--- src/design/prlp_pkg.sv ---
package prlp_pkg;

  localparam int MaxPathUnits = 32767;
  localparam int QueueDepth   = 4;
  localparam int RootLenW     = 15;
  localparam int MaxRootLen   = 32767;

  localparam logic [7:0] ChSep   = 8'h5C;
  localparam logic [7:0] ChColon = 8'h3A;
  localparam logic [7:0] ChQuest = 8'h3F;
  localparam logic [7:0] ChDash  = 8'h2D;
  localparam logic [7:0] ChClose = 8'h7D;
  localparam logic [7:0] ChU     = 8'h55;
  localparam logic [7:0] ChV     = 8'h56;
  localparam logic [7:0] ChN     = 8'h4E;
  localparam logic [7:0] ChC     = 8'h43;
  localparam logic [7:0] ChO     = 8'h4F;

  localparam logic [2:0] LastGuidGroup = 3'd4;
  localparam logic [2:0] GuidGroups    = 3'd5;
  localparam logic [3:0] VolWordLen    = 4'd7;

  // One code unit after classification.
  typedef struct packed {
    logic       term;
    logic       ascii;
    logic [7:0] upper;
    logic       letter;
    logic       hex;
  } unit_class_t;

  typedef enum logic [21:0] {
    PH_START   = 22'h000001,
    PH_S1      = 22'h000002,
    PH_DRV1    = 22'h000004,
    PH_DRV2    = 22'h000008,
    PH_S2      = 22'h000010,
    PH_SERVER  = 22'h000020,
    PH_SHARE   = 22'h000040,
    PH_Q3      = 22'h000080,
    PH_X4      = 22'h000100,
    PH_D5      = 22'h000200,
    PH_D6      = 22'h000400,
    PH_U5      = 22'h000800,
    PH_U6      = 22'h001000,
    PH_U7      = 22'h002000,
    PH_V5      = 22'h004000,
    PH_VPREFIX = 22'h008000,
    PH_HEX     = 22'h010000,
    PH_DASH    = 22'h020000,
    PH_CLOSE   = 22'h040000,
    PH_VEND    = 22'h080000,
    PH_DONE    = 22'h100000,
    PH_BAD     = 22'h200000
  } phase_t;

  function automatic logic [7:0] volume_char(input logic [3:0] idx);
    logic [7:0] ch;
    case (idx)
      4'd0:    ch = 8'h56;
      4'd1:    ch = 8'h4F;
      4'd2:    ch = 8'h4C;
      4'd3:    ch = 8'h55;
      4'd4:    ch = 8'h4D;
      4'd5:    ch = 8'h45;
      4'd6:    ch = 8'h7B;
      default: ch = 8'h00;
    endcase
    return ch;
  endfunction

  function automatic logic [3:0] group_len(input logic [2:0] grp);
    logic [3:0] len;
    case (grp)
      3'd0:    len = 4'd8;
      3'd1:    len = 4'd4;
      3'd2:    len = 4'd4;
      3'd3:    len = 4'd4;
      3'd4:    len = 4'd12;
      default: len = 4'd0;
    endcase
    return len;
  endfunction

endpackage

--- src/design/prlp_front.sv ---
module prlp_front (
  input  logic                   in_valid,
  output logic                   in_ready,
  input  logic [15:0]            in_code_unit,
  input  logic                   q_full,
  output logic                   push,
  output prlp_pkg::unit_class_t  push_word
);

  logic       hi_zero;
  logic [7:0] lo;
  logic       is_lower;
  logic [7:0] upper;

  assign hi_zero  = (in_code_unit[15:8] == 8'h00);
  assign lo       = in_code_unit[7:0];
  assign is_lower = hi_zero && (lo >= 8'h61) && (lo <= 8'h7A);
  assign upper    = is_lower ? (lo - 8'd32) : lo;

  assign push_word.term   = (in_code_unit == 16'h0000);
  assign push_word.ascii  = hi_zero;
  assign push_word.upper  = upper;
  assign push_word.letter = hi_zero && (upper >= 8'h41) && (upper <= 8'h5A);
  assign push_word.hex    = hi_zero && (((lo >= 8'h30) && (lo <= 8'h39)) ||
                                        ((upper >= 8'h41) && (upper <= 8'h46)));

  assign in_ready = !q_full;
  assign push     = in_valid && !q_full;

endmodule

--- src/design/prlp_queue.sv ---
module prlp_queue #(
  parameter int DEPTH = prlp_pkg::QueueDepth
) (
  input  logic                   clk,
  input  logic                   rst_n,
  input  logic                   push,
  input  prlp_pkg::unit_class_t  push_word,
  output logic                   full,
  input  logic                   pop,
  output logic                   q_valid,
  output prlp_pkg::unit_class_t  q_word
);

  localparam int PTR_W = (DEPTH > 1) ? $clog2(DEPTH) : 1;
  localparam int CNT_W = $clog2(DEPTH + 1);

  prlp_pkg::unit_class_t mem_r [DEPTH];
  logic [PTR_W-1:0] wr_ptr_r, wr_ptr_nxt;
  logic [PTR_W-1:0] rd_ptr_r, rd_ptr_nxt;
  logic [CNT_W-1:0] count_r, count_nxt;

  assign full    = (count_r == CNT_W'(DEPTH));
  assign q_valid = (count_r != '0);
  assign q_word  = mem_r[rd_ptr_r];

  always_comb begin
    wr_ptr_nxt = wr_ptr_r;
    rd_ptr_nxt = rd_ptr_r;
    count_nxt  = count_r;
    if (push) begin
      wr_ptr_nxt = (wr_ptr_r == PTR_W'(DEPTH - 1)) ? '0 : wr_ptr_r + 1'b1;
    end
    if (pop) begin
      rd_ptr_nxt = (rd_ptr_r == PTR_W'(DEPTH - 1)) ? '0 : rd_ptr_r + 1'b1;
    end
    if (push && !pop) begin
      count_nxt = count_r + 1'b1;
    end else if (pop && !push) begin
      count_nxt = count_r - 1'b1;
    end
  end

  always_ff @(posedge clk) begin
    if (!rst_n) begin
      wr_ptr_r <= '0;
      rd_ptr_r <= '0;
      count_r  <= '0;
    end else begin
      wr_ptr_r <= wr_ptr_nxt;
      rd_ptr_r <= rd_ptr_nxt;
      count_r  <= count_nxt;
    end
  end

  always_ff @(posedge clk) begin
    if (push) begin
      mem_r[wr_ptr_r] <= push_word;
    end
  end

  a_count_bound: assert property (@(posedge clk) disable iff (!rst_n)
    count_r <= CNT_W'(DEPTH))
    else $error("queue count exceeds depth");

  a_fill_to_full: assert property (@(posedge clk) disable iff (!rst_n)
    push && !pop && (count_r == CNT_W'(DEPTH - 1)) |=> full)
    else $error("queue did not report full");

endmodule

--- src/design/prlp_back.sv ---
module prlp_back #(
  parameter int MAX_PATH_UNITS = prlp_pkg::MaxPathUnits
) (
  input  logic                          clk,
  input  logic                          rst_n,
  input  logic                          q_valid,
  input  prlp_pkg::unit_class_t         q_word,
  output logic                          pop,
  output logic                          out_valid,
  input  logic                          out_ready,
  output logic [prlp_pkg::RootLenW-1:0] out_root_length,
  output logic                          out_invalid
);

  localparam int POS_W = $clog2(MAX_PATH_UNITS + 1);
  localparam int LEN_W = (POS_W > 6) ? POS_W : 6;

  prlp_pkg::phase_t phase_r, phase_nxt;
  logic [POS_W-1:0] pos_r, pos_nxt;
  logic [LEN_W-1:0] root_end_r, root_end_nxt;
  logic             decided_r, decided_nxt;
  logic             share_empty_r, share_empty_nxt;
  logic [2:0]       guid_seg_r, guid_seg_nxt;
  logic [3:0]       seg_cnt_r, seg_cnt_nxt;
  logic [3:0]       seg_inc;
  logic             overflow_r, overflow_nxt;

  logic                          out_valid_r, out_valid_nxt;
  logic [prlp_pkg::RootLenW-1:0] out_len_r;
  logic                          out_inv_r;

  logic             out_free;
  logic             load;
  logic             sep, colon, quest, dash, close_br;
  logic             is_u, is_v, is_n, is_c, is_o;
  logic [LEN_W-1:0] pos_len;
  logic [LEN_W-1:0] r_val;
  logic             r_ok;
  logic [31:0]      r_wide;
  logic             res_invalid;

  assign out_free = !out_valid_r || out_ready;
  assign pop      = q_valid && (!q_word.term || out_free);
  assign load     = pop && q_word.term;

  assign sep      = q_word.ascii && (q_word.upper == prlp_pkg::ChSep);
  assign colon    = q_word.ascii && (q_word.upper == prlp_pkg::ChColon);
  assign quest    = q_word.ascii && (q_word.upper == prlp_pkg::ChQuest);
  assign dash     = q_word.ascii && (q_word.upper == prlp_pkg::ChDash);
  assign close_br = q_word.ascii && (q_word.upper == prlp_pkg::ChClose);
  assign is_u     = q_word.ascii && (q_word.upper == prlp_pkg::ChU);
  assign is_v     = q_word.ascii && (q_word.upper == prlp_pkg::ChV);
  assign is_n     = q_word.ascii && (q_word.upper == prlp_pkg::ChN);
  assign is_c     = q_word.ascii && (q_word.upper == prlp_pkg::ChC);
  assign is_o     = q_word.ascii && (q_word.upper == prlp_pkg::ChO);

  assign pos_len = LEN_W'(pos_r);
  assign seg_inc = seg_cnt_r + 4'd1;

  always_comb begin
    r_ok  = 1'b1;
    r_val = '0;
    unique case (phase_r)
      prlp_pkg::PH_S1:     r_val = LEN_W'(1);
      prlp_pkg::PH_DRV2:   r_val = LEN_W'(2);
      prlp_pkg::PH_S2:     r_val = LEN_W'(2);
      prlp_pkg::PH_SERVER: r_val = pos_len;
      prlp_pkg::PH_SHARE:  r_val = pos_len;
      prlp_pkg::PH_D6:     r_val = LEN_W'(6);
      prlp_pkg::PH_VEND:   r_val = LEN_W'(48);
      prlp_pkg::PH_DONE:   r_val = root_end_r;
      default:             r_ok  = 1'b0;
    endcase
  end

  assign r_wide      = 32'(r_val);
  assign res_invalid = overflow_r || !r_ok || (r_wide > 32'(prlp_pkg::MaxRootLen));

  always_comb begin
    phase_nxt       = phase_r;
    pos_nxt         = pos_r;
    root_end_nxt    = root_end_r;
    decided_nxt     = decided_r;
    share_empty_nxt = share_empty_r;
    guid_seg_nxt    = guid_seg_r;
    seg_cnt_nxt     = seg_cnt_r;
    overflow_nxt    = overflow_r;
    if (pop) begin
      if (q_word.term) begin
        phase_nxt       = prlp_pkg::PH_START;
        pos_nxt         = '0;
        root_end_nxt    = '0;
        decided_nxt     = 1'b0;
        share_empty_nxt = 1'b1;
        guid_seg_nxt    = '0;
        seg_cnt_nxt     = '0;
        overflow_nxt    = 1'b0;
      end else begin
        unique case (phase_r)
          prlp_pkg::PH_START: begin
            if (sep) begin
              phase_nxt = prlp_pkg::PH_S1;
            end else if (q_word.letter) begin
              phase_nxt = prlp_pkg::PH_DRV1;
            end else begin
              phase_nxt = prlp_pkg::PH_BAD;
            end
          end
          prlp_pkg::PH_S1: begin
            if (sep) begin
              phase_nxt = prlp_pkg::PH_S2;
            end else begin
              phase_nxt    = prlp_pkg::PH_DONE;
              root_end_nxt = LEN_W'(1);
            end
          end
          prlp_pkg::PH_DRV1: begin
            phase_nxt = colon ? prlp_pkg::PH_DRV2 : prlp_pkg::PH_BAD;
          end
          prlp_pkg::PH_DRV2: begin
            phase_nxt    = prlp_pkg::PH_DONE;
            root_end_nxt = sep ? LEN_W'(3) : LEN_W'(2);
          end
          prlp_pkg::PH_S2: begin
            if (quest) begin
              phase_nxt = prlp_pkg::PH_Q3;
            end else if (sep) begin
              phase_nxt       = prlp_pkg::PH_SHARE;
              share_empty_nxt = 1'b1;
            end else begin
              phase_nxt = prlp_pkg::PH_SERVER;
            end
          end
          prlp_pkg::PH_SERVER: begin
            if (sep) begin
              phase_nxt       = prlp_pkg::PH_SHARE;
              share_empty_nxt = 1'b1;
            end
          end
          prlp_pkg::PH_SHARE: begin
            if (share_empty_r) begin
              if (sep) begin
                phase_nxt    = prlp_pkg::PH_DONE;
                root_end_nxt = pos_len;
              end else begin
                share_empty_nxt = 1'b0;
              end
            end else if (sep) begin
              phase_nxt    = prlp_pkg::PH_DONE;
              root_end_nxt = pos_len + 1'b1;
            end
          end
          prlp_pkg::PH_Q3: begin
            phase_nxt = sep ? prlp_pkg::PH_X4 : prlp_pkg::PH_BAD;
          end
          prlp_pkg::PH_X4: begin
            if (is_u) begin
              phase_nxt = prlp_pkg::PH_U5;
            end else if (is_v) begin
              phase_nxt = prlp_pkg::PH_V5;
            end else if (q_word.letter) begin
              phase_nxt = prlp_pkg::PH_D5;
            end else begin
              phase_nxt = prlp_pkg::PH_BAD;
            end
          end
          prlp_pkg::PH_D5: begin
            phase_nxt = colon ? prlp_pkg::PH_D6 : prlp_pkg::PH_BAD;
          end
          prlp_pkg::PH_D6: begin
            phase_nxt    = prlp_pkg::PH_DONE;
            root_end_nxt = sep ? LEN_W'(7) : LEN_W'(6);
          end
          prlp_pkg::PH_U5: begin
            if (colon) begin
              phase_nxt = prlp_pkg::PH_D6;
            end else if (is_n) begin
              phase_nxt = prlp_pkg::PH_U6;
            end else begin
              phase_nxt = prlp_pkg::PH_BAD;
            end
          end
          prlp_pkg::PH_U6: begin
            phase_nxt = is_c ? prlp_pkg::PH_U7 : prlp_pkg::PH_BAD;
          end
          prlp_pkg::PH_U7: begin
            phase_nxt = sep ? prlp_pkg::PH_SERVER : prlp_pkg::PH_BAD;
          end
          prlp_pkg::PH_V5: begin
            if (colon) begin
              phase_nxt = prlp_pkg::PH_D6;
            end else if (is_o) begin
              seg_cnt_nxt = 4'd2;
              phase_nxt   = prlp_pkg::PH_VPREFIX;
            end else begin
              phase_nxt = prlp_pkg::PH_BAD;
            end
          end
          prlp_pkg::PH_VPREFIX: begin
            if ((seg_cnt_r < prlp_pkg::VolWordLen) && q_word.ascii &&
                (q_word.upper == prlp_pkg::volume_char(seg_cnt_r))) begin
              if (seg_inc == prlp_pkg::VolWordLen) begin
                seg_cnt_nxt  = '0;
                guid_seg_nxt = '0;
                phase_nxt    = prlp_pkg::PH_HEX;
              end else begin
                seg_cnt_nxt = seg_inc;
              end
            end else begin
              phase_nxt = prlp_pkg::PH_BAD;
            end
          end
          prlp_pkg::PH_HEX: begin
            if (q_word.hex && (guid_seg_r < prlp_pkg::GuidGroups)) begin
              seg_cnt_nxt = seg_inc;
              if (seg_inc >= prlp_pkg::group_len(guid_seg_r)) begin
                phase_nxt = (guid_seg_r < prlp_pkg::LastGuidGroup) ?
                            prlp_pkg::PH_DASH : prlp_pkg::PH_CLOSE;
              end
            end else begin
              phase_nxt = prlp_pkg::PH_BAD;
            end
          end
          prlp_pkg::PH_DASH: begin
            if (dash) begin
              guid_seg_nxt = guid_seg_r + 3'd1;
              seg_cnt_nxt  = '0;
              phase_nxt    = prlp_pkg::PH_HEX;
            end else begin
              phase_nxt = prlp_pkg::PH_BAD;
            end
          end
          prlp_pkg::PH_CLOSE: begin
            phase_nxt = close_br ? prlp_pkg::PH_VEND : prlp_pkg::PH_BAD;
          end
          prlp_pkg::PH_VEND: begin
            phase_nxt    = prlp_pkg::PH_DONE;
            root_end_nxt = sep ? LEN_W'(49) : LEN_W'(48);
          end
          prlp_pkg::PH_DONE: begin
            phase_nxt = prlp_pkg::PH_DONE;
          end
          default: begin
            phase_nxt    = prlp_pkg::PH_BAD;
            root_end_nxt = '0;
          end
        endcase
        if ((phase_nxt == prlp_pkg::PH_DONE) || (phase_nxt == prlp_pkg::PH_BAD)) begin
          decided_nxt = 1'b1;
        end
        if (phase_nxt == prlp_pkg::PH_BAD) begin
          root_end_nxt = '0;
        end
        if (pos_r >= POS_W'(MAX_PATH_UNITS)) begin
          overflow_nxt = 1'b1;
        end else begin
          pos_nxt = pos_r + 1'b1;
        end
      end
    end
  end

  assign out_valid_nxt = load ? 1'b1 : (out_ready ? 1'b0 : out_valid_r);

  always_ff @(posedge clk) begin
    if (!rst_n) begin
      phase_r       <= prlp_pkg::PH_START;
      pos_r         <= '0;
      root_end_r    <= '0;
      decided_r     <= 1'b0;
      share_empty_r <= 1'b1;
      guid_seg_r    <= '0;
      seg_cnt_r     <= '0;
      overflow_r    <= 1'b0;
      out_valid_r   <= 1'b0;
    end else begin
      phase_r       <= phase_nxt;
      pos_r         <= pos_nxt;
      root_end_r    <= root_end_nxt;
      decided_r     <= decided_nxt;
      share_empty_r <= share_empty_nxt;
      guid_seg_r    <= guid_seg_nxt;
      seg_cnt_r     <= seg_cnt_nxt;
      overflow_r    <= overflow_nxt;
      out_valid_r   <= out_valid_nxt;
    end
  end

  always_ff @(posedge clk) begin
    if (load) begin
      out_inv_r <= res_invalid;
      out_len_r <= res_invalid ? '0 : r_wide[prlp_pkg::RootLenW-1:0];
    end
  end

  assign out_valid       = out_valid_r;
  assign out_root_length = out_len_r;
  assign out_invalid     = out_inv_r;

  a_restart: assert property (@(posedge clk) disable iff (!rst_n)
    load |=> (phase_r == prlp_pkg::PH_START) && (pos_r == '0) && !decided_r)
    else $error("parser did not restart after a terminator");

  a_overflow_pos: assert property (@(posedge clk) disable iff (!rst_n)
    overflow_r |-> (pos_r == POS_W'(MAX_PATH_UNITS)))
    else $error("overflow flag set below the path limit");

  a_decided: assert property (@(posedge clk) disable iff (!rst_n)
    ((phase_r == prlp_pkg::PH_DONE) || (phase_r == prlp_pkg::PH_BAD)) |-> decided_r)
    else $error("final phase without a decided root");

  a_invalid_zero: assert property (@(posedge clk) disable iff (!rst_n)
    out_valid_r && out_inv_r |-> (out_len_r == '0))
    else $error("invalid result carries a nonzero length");

endmodule

--- src/design/path_root_length_parser.sv ---
// Streams a path in one 16-bit code unit per word and, on the terminating zero word, returns
// one word with the root prefix length or the invalid flag. A word is accepted every cycle
// while the input queue has room; the parser state machine consumes one queued code unit per
// cycle while it is not stalled, so the sustained rate is one code unit per clock. A result
// passes through a queue slot and then the output register before it becomes valid, and the
// parser stalls only when a terminator meets an output register that still holds an untaken
// result.
module path_root_length_parser #(
  parameter int MAX_PATH_UNITS = prlp_pkg::MaxPathUnits,
  parameter int QUEUE_DEPTH    = prlp_pkg::QueueDepth
) (
  input  logic                          clk,
  input  logic                          rst_n,
  input  logic                          in_valid,
  output logic                          in_ready,
  input  logic [15:0]                   in_code_unit,
  output logic                          out_valid,
  input  logic                          out_ready,
  output logic [prlp_pkg::RootLenW-1:0] out_root_length,
  output logic                          out_invalid
);

  logic                  q_full;
  logic                  push;
  prlp_pkg::unit_class_t push_word;
  logic                  pop;
  logic                  q_valid;
  prlp_pkg::unit_class_t q_word;

  prlp_front u_front (
    .in_valid     (in_valid),
    .in_ready     (in_ready),
    .in_code_unit (in_code_unit),
    .q_full       (q_full),
    .push         (push),
    .push_word    (push_word)
  );

  prlp_queue #(
    .DEPTH (QUEUE_DEPTH)
  ) u_queue (
    .clk       (clk),
    .rst_n     (rst_n),
    .push      (push),
    .push_word (push_word),
    .full      (q_full),
    .pop       (pop),
    .q_valid   (q_valid),
    .q_word    (q_word)
  );

  prlp_back #(
    .MAX_PATH_UNITS (MAX_PATH_UNITS)
  ) u_back (
    .clk             (clk),
    .rst_n           (rst_n),
    .q_valid         (q_valid),
    .q_word          (q_word),
    .pop             (pop),
    .out_valid       (out_valid),
    .out_ready       (out_ready),
    .out_root_length (out_root_length),
    .out_invalid     (out_invalid)
  );

endmodule

--- config.mk ---
export PLATFORM = sky130hd
export DESIGN_NAME = path_root_length_parser
export DESIGN_NICKNAME = d
export VERILOG_FILES = /design/src/design/prlp_pkg.sv /design/src/design/prlp_front.sv /design/src/design/prlp_queue.sv /design/src/design/prlp_back.sv /design/src/design/path_root_length_parser.sv
export SDC_FILE = /design/constraint.sdc
export NUM_CORES = 1
export LEC_CHECK = 0
export BUFFER_PORTS_ARGS = -buffer_cell sky130_fd_sc_hd__clkbuf_2
export CORE_ASPECT_RATIO = 0.9
export CORE_MARGIN = 2
export CORE_UTILIZATION = 30
export CTS_CLUSTER_DIAMETER = 100
export CTS_CLUSTER_SIZE = 28
export DETAILED_ROUTE_END_ITERATION = 16
export PLACE_DENSITY = 0.43
export SLEW_MARGIN = 5
export SYNTH_ARGS = -nofsm -noshare
export SYNTH_HDL_FRONTEND = slang
export SYNTH_HIERARCHICAL = 1
export SYNTH_SLANG_ARGS = --single-unit
--- constraint.sdc ---
create_clock -name clk -period 4.4 [get_ports clk]
set_input_delay 0.44 -clock clk [delete_from_list [all_inputs] [get_ports clk]]
set_output_delay 0.44 -clock clk [all_outputs]
set_load 0.1 [all_outputs]
==> metrics.txt, run 1 <==
outcome=finished clean; worst vdd ir=245 uV; post-detail-place hpwl=14.4 mm; Clock Path Buffers=2; Leak=3.03 nW; Synth Cell Area=7650 um2; register area share after synthesis=43.7%; number of antenna violations at the first check in global routing=0; Layout area overhead=14.6%; switch share=40.9%; unrepaired setup endpoints after global routing=false; Die Y=156 um; crit-path max FO=22; core area=25100 um2; Unique masters post-synth=80; Int Power=0.00305 W; Post-synth EDFFs=64; Critical Path End Type=flip-flop; CTS tree=built; WP data arrival=4.39 ns; Wirelength per Cell=17.2 um; Final Critical Period=4.08 ns; RR Endpoint=u_back/root_end_r[0]$_SDFFE_PN0P_; die area=26800 um2; Max-Slew Margin vs Limit=20.0%; initial DRC count=427; via count of the first global-routing pass=5859; reg2reg setup slack=0.32 ns; dpl cells=1140; Reg2Reg Depth=10; Fin Setup TNS=0 ns; period utilization=92.7%; Mapped Nets=838; DR vias/cell=5.22; critical path class=flip-flop to flip-flop; Worst Hold Depth=1; max-cap violation count=0; Comb power frac=38.2%; non-filler instance count after layout=1172; part of the power in the clock network=31.0%; CTS resizes=0; Post-synth ARST share=0%; Synth top area share=25.1%; Commonest cells post-synth=nor2_1 (76), dfxtp_1 (71), nand2_1 (68), edfxtp_1 (64), nor2b_1 (44); Hold Buf Count CTS=0; Total GRT Usage=15.6%; Synth Area per Inst=9.60 um2; CTS root buf=clkbuf_16; worst-skew pair later-pin latency=0.42 ns; Worst Max-Slew Pin Slew=1.20 ns; Pins Over Slew Limit=0; Hold EP=u_queue/mem_r[3][5]$_DFFE_PP_; Routed WL=20.2 mm; Hold Path Class=input pin to flip-flop; Setup Fix Bufs, Post-CTS=0; CTS buffer count=17; Routability Congestion=0.849; P_sw=0.00211 W; area leader, netlist=edfxtp_1; P per Cell Area=589 nW/um2; largest net degree at the start of global routing=68; Post-DRT Antenna Nets=0; startpoint types=flip-flop; Gate Count Post-Synth=797; Max Clk Rate=245 MHz; GR Overflow Total=0; #FFs+latches synth=135; ANT cells=0; # rows=55; first-pass GRT wire length=32.4 mm; Chip Width=172 um; clock skew=0.0124 ns; Synth Warn #=6; drt drc=0; Starting Density=30.5%; min-delay src=in_code_unit[3]; # nets final=858; total number of vias=6119; share of layout cells above drive strength 1=14.7%; largest cells by area after synthesis=edfxtp_1 (25%), dfxtp_1 (19%), nor2_1 (3.7%); Sink Count=135; H-tree Lvls=4; Setup Viol. Count Final=0; count leader, synth=nor2_1; Hold Violations, Final=0; clock slew at reported path FFs=0.06 ns; WP data required=4.71 ns; Boundary Pins=38; Initial DRT Pass Iterations=5; Seq pwr share=30.9%; number of buffers inserted by port buffering=37; Main synth FF type=dfxtp_1
-- flip-flops by register name (all words and copies together) (netlist names), named ones only --
| signal | cells |
|---|---|
| u_queue/rd_ptr_r | 2 |
| u_back/out_valid | 1 |
| u_back/pos_len | 15 |
| u_back/overflow_r | 1 |
| u_queue/mem_r | 48 |
| u_back/guid_seg_r | 3 |
| u_back/out_invalid | 1 |
| u_back/root_end_r | 15 |
| u_queue/wr_ptr_r | 2 |
| u_queue/count_r | 3 |
| u_back/out_root_length | 15 |
| u_back/share_empty_r | 1 |
| u_back/phase_r | 22 |
| u_back/seg_cnt_r | 4 |
-- area by class of cell --
class / instances / area [um2]
clock buffer: 18 / 429
clock inverter: 14 / 223
fill: 2547 / 16300
inverter: 22 / 82.6
multi-input combinational: 595 / 4020
sequential: 135 / 3340
tap: 342 / 428
timing repair buffer: 46 / 253
-- per-stage QoR --
stage | power [W] | hold WS (ns) | util (%) | area, um2 | setup slack (ns)
after floorplan | 0.00317 | 0.432 | - | 7650 | 0.930
after global placement | 0.00357 | 0.444 | 32.3 | 8120 | 0.463
after detailed placement | 0.00361 | 0.450 | 32.3 | 8120 | 0.276
after CTS | 0.00522 | 0.303 | 34.9 | 8780 | 0.294
after global routing | 0.00545 | 0.323 | 34.9 | 8780 | 0.0612
final | 0.00517 | 0.311 | 34.9 | 8780 | 0.320
-- cell usage in the layout, fill, tap and decap left out, types with 14 or more instances in the layout --
cell type	count
xor2_1	16
clkbuf_2	37
edfxtp_1	64
inv_1	22
and2_1	14
dfxtp_1	71
clkbuf_16	17
nand2_1	68
nor3_1	32
nor2_1	76
o21ai_1	15
ha_1	20
nand3_1	38
a21oi_1	26
nor2b_1	44
o21ai_0	17
a22oi_1	14
-- power by group through the flow --
stage / registers (W) / logic [W] / clock network [W]
2_1_floorplan: 0.00196 / 0.00121 / 0
3_3_place_gp: 0.00162 / 0.00195 / 0
3_5_place_dp: 0.00163 / 0.00198 / 0
4_1_cts: 0.00160 / 0.00199 / 0.00163
5_1_grt: 0.00162 / 0.00214 / 0.00169
6_report: 0.00160 / 0.00197 / 0.00160
-- kinds of logic (layout without fill, tap and decap cells) --
group / after synthesis / in the layout / share of synthesized area [%]
AND/OR/NAND/NOR: 377 / 377 / 27.2
AO/OA/AOI/OAI: 154 / 154 / 14.3
flip-flops: 135 / 135 / 43.7
buffers and inverters: 67 / 100 / 3.92
XOR/XNOR: 22 / 22 / 2.52
adder cells (fa/ha/maj): 21 / 21 / 3.53
multiplexers: 21 / 21 / 4.81
-- critical path, stage by stage (launching register included) --
cell and delay, ns:
dfxtp_1 0.61, buf_4 0.26, mux4_1 0.76, nor4b_2 0.51, o21a_1 0.16, nor2_1 0.04, a211oi_1 0.40, a41oi_4 0.19
a21oi_4 0.70, mux2i_1 0.26, nor2b_1 0.06
-- worst max-delay path by stage --
stage	startpoint	cells past startpoint	to	slack [ns]
4_1_cts	flip-flop	10	u_back/root_end_r[0]$_SDFFE_PN0P_	0.29
3_5_place_dp	flip-flop	10	u_back/root_end_r[0]$_SDFFE_PN0P_	0.28
5_1_grt	flip-flop	10	u_back/root_end_r[0]$_SDFFE_PN0P_	0.06
2_1_floorplan	flip-flop	11	u_back/root_end_r[10]$_SDFFE_PN0P_	0.93
6_report	flip-flop	10	u_back/root_end_r[0]$_SDFFE_PN0P_	0.32
3_3_place_gp	flip-flop	10	u_back/root_end_r[0]$_SDFFE_PN0P_	0.46
-- per-layer routing --
layer | up-vias | global-route usage, % | routed length (um)
met5 | - | 0 | 0
met4 | 0 | 4.64 | 214
met3 | 17 | 2.89 | 1010
met2 | 176 | 22.8 | 8730
met1 | 2964 | 23.3 | 10200
li1 | 2962 | - | -
Note: power is estimated with default switching activity, not from simulation.
==> inputs of run 2 (changes only) <==
--- a/config.mk
+++ b/config.mk
@@ -12,7 +12,7 @@
 export CTS_CLUSTER_DIAMETER = 100
 export CTS_CLUSTER_SIZE = 28
 export DETAILED_ROUTE_END_ITERATION = 16
-export PLACE_DENSITY = 0.43
+export PLACE_DENSITY_LB_ADDON = 0.05
 export SLEW_MARGIN = 5
 export SYNTH_ARGS = -nofsm -noshare
 export SYNTH_HDL_FRONTEND = slang
==> run 2 against run 1 <==
Effect of this change: die area stayed put; non-clock buffer count is 1 higher; clock skew shrank 0.00063 ns; clock-buffer cell count is 3 higher; wire length grew 2.8%; final area shrank 1.3%; critical endpoint unchanged; power decreased by 5.6%; cell count barely moved; sequential share of layout area grew 0.52 points; worst hold slack better by 0.0021 ns; first-iteration DRC count grew 12%; flip-flop and latch count stayed put; largest power group unchanged.
==> metrics.txt, run 2 (synthesis gave the netlist of run 1 again) <==
outcome=finished clean; part of the power in the clock network=26.5% (-4.5 points); Initial DRT Pass Iterations=7 (+2); post-route cell area=8660 um2 (-1.3%); # nets final=859 (+0.12%); Hold Violations, Final=0 (unchanged); unrepaired setup endpoints after global routing=false; via count of the first global-routing pass=5753 (-1.8%); CTS root buf=clkbuf_16; slowest CP cell=mux4_1; crit-path leading delay family=compound AO/OA/AOI/OAI gates; Post-DP Area=8130 um2 (about the same); Setup Fix Bufs, Post-CTS=0 (unchanged); worst-skew pair later-pin latency=0.42 ns (about the same); WP data required=4.71 ns (about the same); Hold Buf Count CTS=0 (unchanged); Final Critical Period=3.95 ns (-0.127 ns); Seq pwr share=32.6% (+1.7 points); WP data arrival=4.26 ns (-0.13 ns); Max Clk Rate=253 MHz (+3.2%); drt drc=0 (unchanged); Total GRT Usage=16.0% (+0.33 points); first-pass GRT wire length=32.7 mm (+0.83%); largest net degree at the start of global routing=68 (unchanged); Critical Path End Type=flip-flop; initial DRC count=478 (+12%); Layout area overhead=13.1%; Fin Setup TNS=0 ns (unchanged); clock slew at reported path FFs=0.06 ns (about the same); number of antenna violations at the first check in global routing=0 (unchanged); period utilization=89.8% (-2.9 points); share of layout cells above drive strength 1=14.6% (-0.14 points); Final Power=0.00488 W (-5.6%); min-delay src=in_code_unit[0]; max-cap violation count=0 (unchanged); Post-DRT Antenna Nets=0 (unchanged); max reg flops=48 (unchanged); CTS tree=built; Chip Width=172 um (unchanged); die area=26800 um2 (unchanged); CTS buffer count=17 (unchanged); Setup Viol. Count Final=0 (unchanged); P_sw=0.00210 W (-0.74%); Max-Slew Margin vs Limit=19.9% (-0.021 points); Bufs and invs on worst path=1 (unchanged); clock skew=0.0118 ns (-0.000635 ns); Die Y=156 um (unchanged); max incr delay on CP=0.77 ns (about the same); core area=25100 um2 (unchanged); Comb power frac=40.9% (+2.7 points); startpoint types=flip-flop; Worst Max-Slew Pin Slew=1.20 ns (+0.000316 ns); fill cell count=2566 (+0.75%); P per Cell Area=564 nW/um2 (-4.3%); Pins Over Slew Limit=0 (unchanged); post-detail-place hpwl=14.9 mm (+3.4%); Hold Path Class=input pin to flip-flop; Leak=2.97 nW (-1.9%); post-layout util=34.5% (-0.47 points); DR vias/cell=5.12 (-2.0%); Routability Congestion=0.796 (-6.3%); worst vdd ir=221 uV (-9.7%); # rows=55 (unchanged); GR Overflow Total=0 (unchanged); most common cell after layout, fill and taps aside=nor2_1; number of buffers inserted by port buffering=37 (unchanged); Wirelength per Cell=17.7 um (+2.7%); Routed WL=20.8 mm (+2.8%); total number of vias=6002 (-1.9%); Starting Density=30.5% (unchanged); switch share=43.0% (+2.1 points); Int Power=0.00278 W (-8.9%); Biggest register=u_queue/mem_r; CTS resizes=0 (unchanged); ANT cells=0 (unchanged); critical path class=flip-flop to flip-flop; CP cell instances=buf_4, mux4_1, nor4b_2, o21a_1, nor2_1, a211oi_1, a41oi_4, a21oi_4, mux2i_1, nor2b_1; Boundary Pins=38 (unchanged); H-tree Lvls=4 (unchanged); crit-path max FO=22 (unchanged); Sink Count=135 (unchanged); Clock Path Buffers=2 (unchanged); Regs by FF count=u_queue/mem_r x48, u_back/phase_r x22; commonest non-fill, non-tap cells in the layout=nor2_1 (76), dfxtp_1 (71), nand2_1 (68)
run 2: cell count changes in the layout (fill, tap and decap cells not counted):
cell,previous run,this run
clkinv_4,3,2
bufinv_16,5,0
buf_4,9,10
inv_8,1,0
inv_6,2,1
clkinvlp_4,1,3
clkbuf_1,1,3
clkbuf_8,0,1
inv_4,0,2
clkinv_2,2,3
run 2: final timing paths:
kind                                                            to  slack (ns)  cells after the start
worst max-delay path             u_back/root_end_r[0]$_SDFFE_PN0P_        0.45                     10
worst min-delay path                 u_queue/mem_r[0][2]$_DFFE_PP_        0.31                      1
worst max register to register   u_back/root_end_r[0]$_SDFFE_PN0P_        0.45                     10
worst min register to register  u_back/root_end_r[10]$_SDFFE_PN0P_        0.46                      2
run 2: worst register-to-register path, stage by stage (launching register included):
cell      delay, ns
dfxtp_1        0.51
buf_4          0.24
mux4_1         0.77
nor4b_2        0.50
o21a_1         0.16
nor2_1         0.04
a211oi_1       0.38
a41oi_4        0.18
a21oi_4        0.72
mux2i_1        0.28
nor2b_1        0.06
run 2: metal layers:
metal | track usage, % | part of all wire [%]
met2 | 23.0 | 43
met5 | 0 | 0
met3 | 3.32 | 4.4
met4 | 4.96 | 1.3
met1 | 23.7 | 51
run 2: power by group through the flow:
| stage | Combinational (W) | Clock, W | Sequential (W) |
|---|---|---|---|
| global placement | 0.00198 | 0 | 0.00162 |
| finish | 0.00199 | 0.00129 | 0.00159 |
| floorplan | 0.00121 | 0 | 0.00196 |
| detailed placement | 0.00199 | 0 | 0.00162 |
| global route | 0.00215 | 0.00140 | 0.00161 |
| CTS | 0.00200 | 0.00134 | 0.00160 |
run 2: through the flow:
step                      hold slack (ns)  std cells  setup WS (ns)
after floorplan                     0.432        797          0.930
after detailed placement            0.452       1141          0.422
after global routing                0.301       1173          0.187
final                               0.313       1173          0.447
after CTS                           0.302       1173          0.418
after global placement              0.447       1141          0.590
run 2: final cells by class:
cell class	count	area [um2]	area share (%)
flip-flops and latches	135	3340	38.6
clock buffers	21	450	5.20
inverters	22	82.6	0.954
multi-input cells	595	4020	46.4
well taps	342	428	4.94
clock inverters	11	76.3	0.882
repair buffers	47	260	3.01
==> inputs of run 3 (changes only) <==
--- a/config.mk
+++ b/config.mk
@@ -6,6 +6,8 @@
 export NUM_CORES = 1
 export LEC_CHECK = 0
 export BUFFER_PORTS_ARGS = -buffer_cell sky130_fd_sc_hd__clkbuf_2
+export CELL_PAD_IN_SITES_DETAIL_PLACEMENT = 0
+export CELL_PAD_IN_SITES_GLOBAL_PLACEMENT = 2
 export CORE_ASPECT_RATIO = 0.9
 export CORE_MARGIN = 2
 export CORE_UTILIZATION = 30
==> run 3 against run 2 <==
Effect of this change: flip-flop and latch count is the same; worst hold slack worse by 0.0019 ns; worst setup slack improved by 0.16 ns; critical path type unchanged; largest cell class unchanged.
==> metrics.txt, run 3 (synthesis gave the netlist of run 1 again) <==
# nets final=862 (+0.35%); Hold Path Class=input pin to flip-flop; Initial DRT Pass Iterations=4 (-3); CP cell instances=mux4_2, or4b_4, or4b_4, a22o_1, a2111oi_2, o2111a_2, a21oi_4, buf_12, nor2b_4, o2bb2ai_1; slowest CP cell=mux4_2; P per Cell Area=587 nW/um2 (+4.2%); # rows=55 (unchanged); Setup Fix Bufs, Post-CTS=0 (unchanged); Hold Buf Count CTS=0 (unchanged); min-delay src=in_code_unit[0]; drt drc=0 (unchanged); DR vias/cell=5.12 (about the same); worst vdd ir=264 uV (+19%); Routed WL=21.7 mm (+4.4%); Worst Max-Slew Pin Slew=0.944 ns (-0.254 ns); total number of vias=6019 (+0.28%); outcome=finished clean; Starting Density=30.5% (unchanged); Worst Slack Setup Final=0.609 ns (+0.162 ns); first-pass GRT wire length=34.5 mm (+5.4%); CP dominant cell by count=or4b_4; crit-path max FO=22 (unchanged); via count of the first global-routing pass=6015 (+4.6%); Fin Setup TNS=0 ns (unchanged); Sink Count=135 (unchanged); Final Critical Period=3.79 ns (-0.162 ns); initial DRC count=385 (-19%); CTS resizes=0 (unchanged); largest net degree at the start of global routing=36 (-47%); Boundary Pins=38 (unchanged); worst-skew pair later-pin latency=0.43 ns (about the same); Pins Over Slew Limit=0 (unchanged); clock slew at reported path FFs=0.07 ns (about the same); number of buffers inserted by port buffering=37 (unchanged); H-tree Lvls=4 (unchanged); Max-Slew Margin vs Limit=36.8% (+17 points); core area=25100 um2 (unchanged); Post-DRT Antenna Nets=0 (unchanged); Clock Path Buffers=2 (unchanged); Biggest register=u_queue/mem_r; CTS buffer count=17 (unchanged); Total GRT Usage=16.9% (+0.96 points); WP data required=4.76 ns (+0.05 ns); GR Overflow Total=0 (unchanged); period utilization=86.2% (-3.7 points); Routability Congestion=0.785 (-1.4%); Layout area overhead=14.9%; number of antenna violations at the first check in global routing=0 (unchanged); startpoint types=flip-flop; Chip Width=172 um (unchanged); Die Y=156 um (unchanged); Leak=3.04 nW (+2.2%); CTS tree=built; Place WS=0.590 ns (+0.168 ns); ANT cells=0 (unchanged); post-detail-place hpwl=15.5 mm (+4.3%); crit-path leading delay family=simple AND/OR/NAND/NOR gates; Setup Viol. Count Final=0 (unchanged); Bufs and invs on worst path=1 (unchanged); share of layout cells above drive strength 1=15.2% (+0.67 points); die area=26800 um2 (unchanged); commonest non-fill, non-tap cells in the layout=nor2_1 (76), dfxtp_1 (71), nand2_1 (68); max incr delay on CP=0.64 ns (-0.13 ns); Max Clk Rate=264 MHz (+4.3%); Wirelength per Cell=18.4 um (+4.1%); unrepaired setup endpoints after global routing=false; most common cell after layout, fill and taps aside=nor2_1; WP data arrival=4.15 ns (-0.11 ns); max-cap violation count=0 (unchanged); CTS root buf=clkbuf_16; max reg flops=48 (unchanged); Critical Path End Type=flip-flop; Hold Violations, Final=0 (unchanged); Regs by FF count=u_queue/mem_r x48, u_back/phase_r x22; critical path class=flip-flop to flip-flop; clock skew=0.0188 ns (+0.00703 ns)
-- run 3: worst reg2reg max path: cells and delay by family (launching register included) --
| family | cells | cell delay (ns) |
|---|---|---|
| compound gates | 5 | 1.10 |
| simple gates | 3 | 1.24 |
| mux | 1 | 0.64 |
| flops | 1 | 0.56 |
| buf+inv | 1 | 0.18 |
-- run 3: where the power goes --
part / leakage, nW / internal [W] / total, W / switching, W
clock: 0.302 / 0.000826 / 0.00152 / 0.000690
sequential: 1.15 / 0.00148 / 0.00159 / 0.000104
combinational: 1.59 / 0.000581 / 0.00206 / 0.00148
-- run 3: layout make-up --
class | instances | area (um2)
Timing Repair Buffer | 50 | 295
Tap cell | 342 | 428
Multi-Input combinational cell | 595 | 4020
Fill cell | 2550 | 16300
Sequential cell | 135 | 3340
Clock buffer | 17 | 425
Inverter | 22 | 82.6
Clock inverter | 15 | 201
-- run 3: path summary, 6_finish.rpt --
check	to	slack, ns	depth (start not counted)
worst max-delay path	u_back/root_end_r[4]$_SDFFE_PN0P_	0.61	10
worst min-delay path	u_queue/mem_r[3][2]$_DFFE_PP_	0.31	1
worst max register to register	u_back/root_end_r[4]$_SDFFE_PN0P_	0.61	10
worst min register to register	u_back/root_end_r[11]$_SDFFE_PN0P_	0.46	2
-- run 3: per-stage QoR --
stage / hold WS (ns) / utilization [%] / total power, W / area, um2 / instances
global route: 0.313 / 35.0 / 0.00546 / 8790 / 1176
floorplan: 0.432 / - / 0.00317 / 7650 / 797
CTS: 0.293 / 35.0 / 0.00524 / 8790 / 1176
global placement: 0.447 / 32.5 / 0.00368 / 8170 / 1144
finish: 0.311 / 35.0 / 0.00517 / 8790 / 1176
detailed placement: 0.448 / 32.5 / 0.00369 / 8170 / 1144
-- run 3: routing by layer --
| metal | track usage [%] | routed length [um] | vias to the layer above |
|---|---|---|---|
| met5 | 0 | 0 | - |
| met2 | 26.4 | 9950 | 78 |
| met1 | 24.5 | 11000 | 2960 |
| li1 | - | - | 2969 |
| met3 | 2.59 | 469 | 12 |
| met4 | 4.24 | 187 | 0 |
